## config.mk

```make
export PLATFORM = sky130hd
export DESIGN_NAME = flct_ctrl
export DESIGN_NICKNAME = d
export VERILOG_FILES = /design/src/flct_pkg.sv /design/src/flct_ctrl.sv
export SDC_FILE = /design/constraint.sdc
export NUM_CORES = 1
export LEC_CHECK = 0
export BUFFER_PORTS_ARGS = -buffer_cell sky130_fd_sc_hd__buf_2
export CAP_MARGIN = 20
export CORE_UTILIZATION = 30
export CTS_CLUSTER_DIAMETER = 120
export DETAILED_ROUTE_END_ITERATION = 7
export PLACE_DENSITY_LB_ADDON = 0.1
export SLEW_MARGIN = 30
export SYNTH_ARGS = -nofsm -noshare
export SYNTH_HDL_FRONTEND = slang
export SYNTH_SLANG_ARGS = --single-unit
```

## constraint.sdc

```tcl
create_clock -name clk -period 2.2 [get_ports clk]
set_clock_uncertainty 0.1 [all_clocks]
set_input_delay 0.33 -clock clk [delete_from_list [all_inputs] [get_ports clk]]
set_output_delay 0.33 -clock clk [all_outputs]
set_load 0.01 [all_outputs]
```

## src/flct_pkg.sv

```systemverilog
package flct_pkg;

    localparam int MAX_NODES = 1024;
    localparam int ID_W      = $clog2(MAX_NODES);
    // One code past the last node id stands for "no node"
    localparam int PTR_W     = $clog2(MAX_NODES + 1);
    localparam int LIMIT_W   = 11;
    localparam int CMP_W     = (ID_W > LIMIT_W) ? ID_W : LIMIT_W;
    localparam int KIND_W    = 3;

    localparam logic [PTR_W-1:0]   NONE_PTR    = PTR_W'(MAX_NODES);
    localparam logic [LIMIT_W-1:0] LIMIT_RESET = LIMIT_W'(1024);
    localparam logic [ID_W-1:0]    LAST_ID     = ID_W'(MAX_NODES - 1);

    localparam logic STATUS_DONE   = 1'b0;
    localparam logic STATUS_REJECT = 1'b1;

    typedef enum logic [KIND_W-1:0] {
        KIND_INSERT  = 3'd0,
        KIND_REMOVE  = 3'd1,
        KIND_START   = 3'd2,
        KIND_ADVANCE = 3'd3,
        KIND_CLEAR   = 3'd4
    } kind_t;

    typedef enum logic [3:0] {
        ST_INIT,
        ST_IDLE,
        ST_CHECK,
        ST_INS_RD,
        ST_INS_CHK,
        ST_INS_LINK,
        ST_INS_NRD,
        ST_INS_W1,
        ST_INS_W2,
        ST_REM_RD,
        ST_REM_CHK,
        ST_ADV_RD,
        ST_ADV_MRD,
        ST_ADV_CHK,
        ST_CLR,
        ST_DONE
    } state_t;

    typedef struct packed {
        logic idle;
        logic rd_entry;
        logic rd_cur_next;
        logic rd_n_member;
        logic latch_entry;
        logic latch_next;
        logic unlink;
        logic mem_wr;
        logic mem_val;
        logic link_solo;
        logic link_w1;
        logic link_w2;
        logic cursor_head;
        logic cursor_next;
        logic cursor_none;
        logic clear_ptrs;
        logic sweep;
        logic set_err;
        logic out_load;
    } cmd_t;

    typedef struct packed {
        logic  in_valid;
        kind_t kind;
        logic  in_range;
        logic  id_is_cursor;
        logic  cursor_node;
        logic  head_node;
        logic  head_after_err;
        logic  entry_member;
        logic  n_node;
        logic  n_member;
        logic  cnt_last;
        logic  out_free;
    } sts_t;

    function automatic logic is_node(input logic [PTR_W-1:0] p);
        return p < NONE_PTR;
    endfunction

    function automatic logic [PTR_W-1:0] to_ptr(input logic [ID_W-1:0] id);
        return PTR_W'(id);
    endfunction

endpackage

```

## src/flct_ctrl.sv

```systemverilog
module flct_ctrl
    import flct_pkg::*;
(
    input  logic clk,
    input  logic rst_n,
    input  sts_t sts,
    output cmd_t cmd
);

    state_t state_reg;
    state_t state_next;

    always_ff @(posedge clk or negedge rst_n)
    begin
        if (!rst_n)
        begin
            state_reg <= ST_INIT;
        end
        else
        begin
            state_reg <= state_next;
        end
    end

    always_comb
    begin
        cmd        = '0;
        state_next = state_reg;
        case (state_reg)
            ST_INIT:
            begin
                cmd.sweep = 1'b1;
                if (sts.cnt_last)
                begin
                    state_next = ST_IDLE;
                end
            end
            ST_IDLE:
            begin
                cmd.idle = 1'b1;
                if (sts.in_valid)
                begin
                    state_next = ST_CHECK;
                end
            end
            ST_CHECK:
            begin
                state_next = ST_DONE;
                case (sts.kind)
                    KIND_INSERT:
                    begin
                        if (!sts.in_range || sts.id_is_cursor)
                        begin
                            cmd.set_err = 1'b1;
                        end
                        else
                        begin
                            cmd.rd_entry = 1'b1;
                            state_next   = ST_INS_RD;
                        end
                    end
                    KIND_REMOVE:
                    begin
                        if (!sts.in_range)
                        begin
                            cmd.set_err = 1'b1;
                        end
                        else
                        begin
                            cmd.rd_entry = 1'b1;
                            state_next   = ST_REM_RD;
                        end
                    end
                    KIND_START:
                    begin
                        cmd.cursor_head = 1'b1;
                    end
                    KIND_ADVANCE:
                    begin
                        if (!sts.cursor_node)
                        begin
                            cmd.set_err = 1'b1;
                        end
                        else
                        begin
                            cmd.rd_cur_next = 1'b1;
                            state_next      = ST_ADV_RD;
                        end
                    end
                    KIND_CLEAR:
                    begin
                        cmd.clear_ptrs = 1'b1;
                        state_next     = ST_CLR;
                    end
                    default:
                    begin
                        cmd.set_err = 1'b1;
                    end
                endcase
            end
            ST_INS_RD:
            begin
                cmd.latch_entry = 1'b1;
                state_next      = ST_INS_CHK;
            end
            ST_INS_CHK:
            begin
                if (sts.head_after_err)
                begin
                    cmd.set_err = 1'b1;
                    state_next  = ST_DONE;
                end
                else
                begin
                    cmd.unlink  = sts.entry_member;
                    cmd.mem_wr  = 1'b1;
                    cmd.mem_val = 1'b1;
                    state_next  = ST_INS_LINK;
                end
            end
            ST_INS_LINK:
            begin
                if (sts.head_node)
                begin
                    cmd.rd_cur_next = 1'b1;
                    state_next      = ST_INS_NRD;
                end
                else
                begin
                    cmd.link_solo = 1'b1;
                    state_next    = ST_DONE;
                end
            end
            ST_INS_NRD:
            begin
                cmd.latch_next = 1'b1;
                state_next     = ST_INS_W1;
            end
            ST_INS_W1:
            begin
                cmd.link_w1 = 1'b1;
                state_next  = ST_INS_W2;
            end
            ST_INS_W2:
            begin
                cmd.link_w2 = 1'b1;
                state_next  = ST_DONE;
            end
            ST_REM_RD:
            begin
                cmd.latch_entry = 1'b1;
                state_next      = ST_REM_CHK;
            end
            ST_REM_CHK:
            begin
                state_next = ST_DONE;
                if (!sts.entry_member)
                begin
                    cmd.set_err = 1'b1;
                end
                else
                begin
                    cmd.unlink  = 1'b1;
                    cmd.mem_wr  = 1'b1;
                    cmd.mem_val = 1'b0;
                end
            end
            ST_ADV_RD:
            begin
                cmd.latch_next = 1'b1;
                state_next     = ST_ADV_MRD;
            end
            ST_ADV_MRD:
            begin
                if (sts.n_node)
                begin
                    cmd.rd_n_member = 1'b1;
                    state_next      = ST_ADV_CHK;
                end
                else
                begin
                    cmd.cursor_none = 1'b1;
                    state_next      = ST_DONE;
                end
            end
            ST_ADV_CHK:
            begin
                state_next = ST_DONE;
                if (!sts.n_member)
                begin
                    cmd.set_err = 1'b1;
                end
                else
                begin
                    cmd.cursor_next = 1'b1;
                end
            end
            ST_CLR:
            begin
                cmd.sweep = 1'b1;
                if (sts.cnt_last)
                begin
                    state_next = ST_DONE;
                end
            end
            ST_DONE:
            begin
                if (sts.out_free)
                begin
                    cmd.out_load = 1'b1;
                    state_next   = ST_IDLE;
                end
            end
            default:
            begin
                state_next = ST_IDLE;
            end
        endcase
    end

`ifndef ASSERT_OFF
    a_accept_to_check: assert property (@(posedge clk) disable iff (!rst_n)
        (state_reg == ST_IDLE && sts.in_valid) |=> state_reg == ST_CHECK)
        else $error("accepted beat did not move to decode");
`endif

endmodule

```

==> metrics <==
clock buffer count from CTS 3; Final Hold Vio Count 0; GPL Wtd Cong about 0.74; mean area per synthesized cell between 7 and 8 um^2; Unique masters post-synth 44; Yosys top cell by area dfrtp_1; drt first-iter violations 14; Relative slew margins 0.7464; global-route wire length before repair approximately 3.5 mm; initial antenna violation count 0; Critical Path Start Type flip-flop; combinational power share 0.762; Die Ht 52.36 um; Worst Path Arrival around 1.7 ns; Vias/cell approximately 5.4; max reg flops 4; Final Cell Area slightly below 1000 um^2; Root Driver clkbuf_4; Clock power frac 0.076; Synth Register Bits 4; CP Class reg2out; multi-input logic area 585.6 um^2; Psw about 0.61 mW; pwr dens 1199 nW/um^2; most frequent cells after synthesis nor2_1, o21ai_0, nand2_1; final layout net count roughly 160; CP Capture Point cmd[16]; vias in the first global route a little under 800; CP Launch Point state_reg[2]; final hold slack roughly 0.32 ns; remaining global-route overflow 0; Synth top area share 0.1316; Seq/Total Area, Yosys 0.1316; P_int around 0.56 mW; Antenna Cells 0; Post-CTS Setup Bufs 0; worst-path maximum fanout 12; clk_lat worst skew ~0.23 ns; # port buffers 34; core region area roughly 2300 um^2; Routed Antenna Nets 0; Hold Path Class in2reg; largest net degree at the start of global routing 26; Final period util 0.9548; Post-Syn Area approximately 760 um^2; I/O pins 35; setup ws final around 0.099 ns; DPL Wire Length 1.615 mm; min Tclk post-route ~2.1 ns; Final Setup Violations 0; leakage power 0.4464 nW; post-synthesis cell count between 100 and 150; Slew Limit Fails 0; Post-synth EDFFs 0; CP endpoint kind output port; RR Endpoint state_reg[1]; RSZ-0062 raised after global routing false; Remaining DRCs 0; CTS max path bufs 2; sw frac 0.5206; worst slack at placement 0.3124 ns; CP required 1.77 ns; status finished, final reports clean; TritonCTS clock tree done; Clock transition at path regs around 0.04 ns; Total GRT Usage 0.1698; Initial Util 0.3312; Setup TNS 0 ns; Placed Area about 950 um^2; full die area roughly 2700 um^2; H-tree depth 1; share of total power in sequential cells 0.162; area growth from synthesis to layout 28.95%; origin of the critical flop-to-flop path state_reg[1]; register-to-register setup slack between 0.5 and 0.6 ns; syn nets around 120; drt wl/cell between 10 and 15 um; ratio of cells with drive above 1 in the final layout 0.3741; fill count 250; synth top area cells dfrtp_1, o21ai_0, nor2_1; ys flop type dfrtp_1; max cap viols 0; sequential cell area 101.3 um^2; DRT Wirelength ~2.2 mm; achievable frequency about 480 MHz; # rows 17; CTS Sinks 4; Async S/R FF share, synth 1.000; die outline width ~52 um; synth warn 0; Reg2Reg Depth 5; via count 909; Peak VDD IR around 0.53 mV; Tot Pwr roughly 1.2 mW; drt pass-1 iters 4; slew at the pin with the worst max-slew slack around 0.37 ns
-- logic make-up after synthesis --
logic type | Yosys count | synth area share
mux | 1 | 0.01480
simple gates | 49 | 0.3783
buf+inv | 14 | 0.09868
flops | 4 | 0.1316
compound gates | 37 | 0.3652
xor+xnor | 1 | 0.01152
-- final cells by class --
class / count / share of cell area
Timing Repair Buffer: 41 / 0.2296
Tap cell: 28 / 0.03571
Sequential cell: 4 / 0.1033
Multi-Input combinational cell: 88 / 0.5969
Clock buffer: 3 / 0.02296
Inverter: 3 / 0.01148
-- layer usage --
layer / part of all wire / GRT usage / up-vias
li1: - / - / 470
met1: 0.48 / 0.2266 / 412
met2: 0.47 / 0.2743 / 25
met3: 0.041 / 0.01159 / 2
met4: 0.0095 / 0.07895 / 0
met5: 0 / 0 / -
-- metrics by stage --
stage,std cells,util
6_report,167,0.4270
5_1_grt,167,0.4270
4_1_cts,167,0.4265
3_5_place_dp,163,0.4123
3_3_place_gp,163,0.4123
2_1_floorplan,106,-
-- power groups by stage --
stage | Combinational, mW | Clock, mW | Sequential (mW)
after floorplan | 0.727 | 0 | 0.138
after global placement | 0.903 | 0 | 0.185
after detailed placement | 0.899 | 0 | 0.188
after CTS | 0.906 | 0.0920 | 0.188
after global routing | 1.00 | 0.0923 | 0.197
final | 0.897 | 0.0895 | 0.190
-- timing repair --
action                                  CTS  global route
hold buffers                              1             0
gates resized for setup                   0             1
endpoints found under the setup margin    0             2
endpoints found under the hold margin     4             0
-- how the worst min path moves through the flow --
stage           start           end  slack (ns)  depth (start not counted)
6_report       sts[1]  state_reg[0]        0.32                          3
5_1_grt        sts[1]  state_reg[0]        0.34                          3
4_1_cts         rst_n  state_reg[2]        0.32                          2
3_5_place_dp    rst_n  state_reg[1]        0.04                          1
3_3_place_gp    rst_n  state_reg[1]        0.04                          1
2_1_floorplan   rst_n  state_reg[0]       -0.07                          0
-- layout by cell type (no fill, tap or decap), drive strengths merged, types with 4 or more instances in the layout --
| cell type | synthesis | final |
|---|---|---|
| a21oi | 4 | 4 |
| o21ai | 11 | 11 |
| dfrtp | 4 | 4 |
| buf | 9 | 40 |
| nor4 | 5 | 5 |
| nand2b | 5 | 5 |
| nand2 | 8 | 8 |
| nor2 | 11 | 11 |
| nand3 | 4 | 4 |
-- worst max-delay path, stage by stage, from the launching register on --
cell and delay (ns):
dfrtp_1 0.50, or3_4 0.45, nor3b_2 0.19, a32o_1 0.17
buf_2 0.12
No activity file was read; power rests on OpenSTA's default activity.
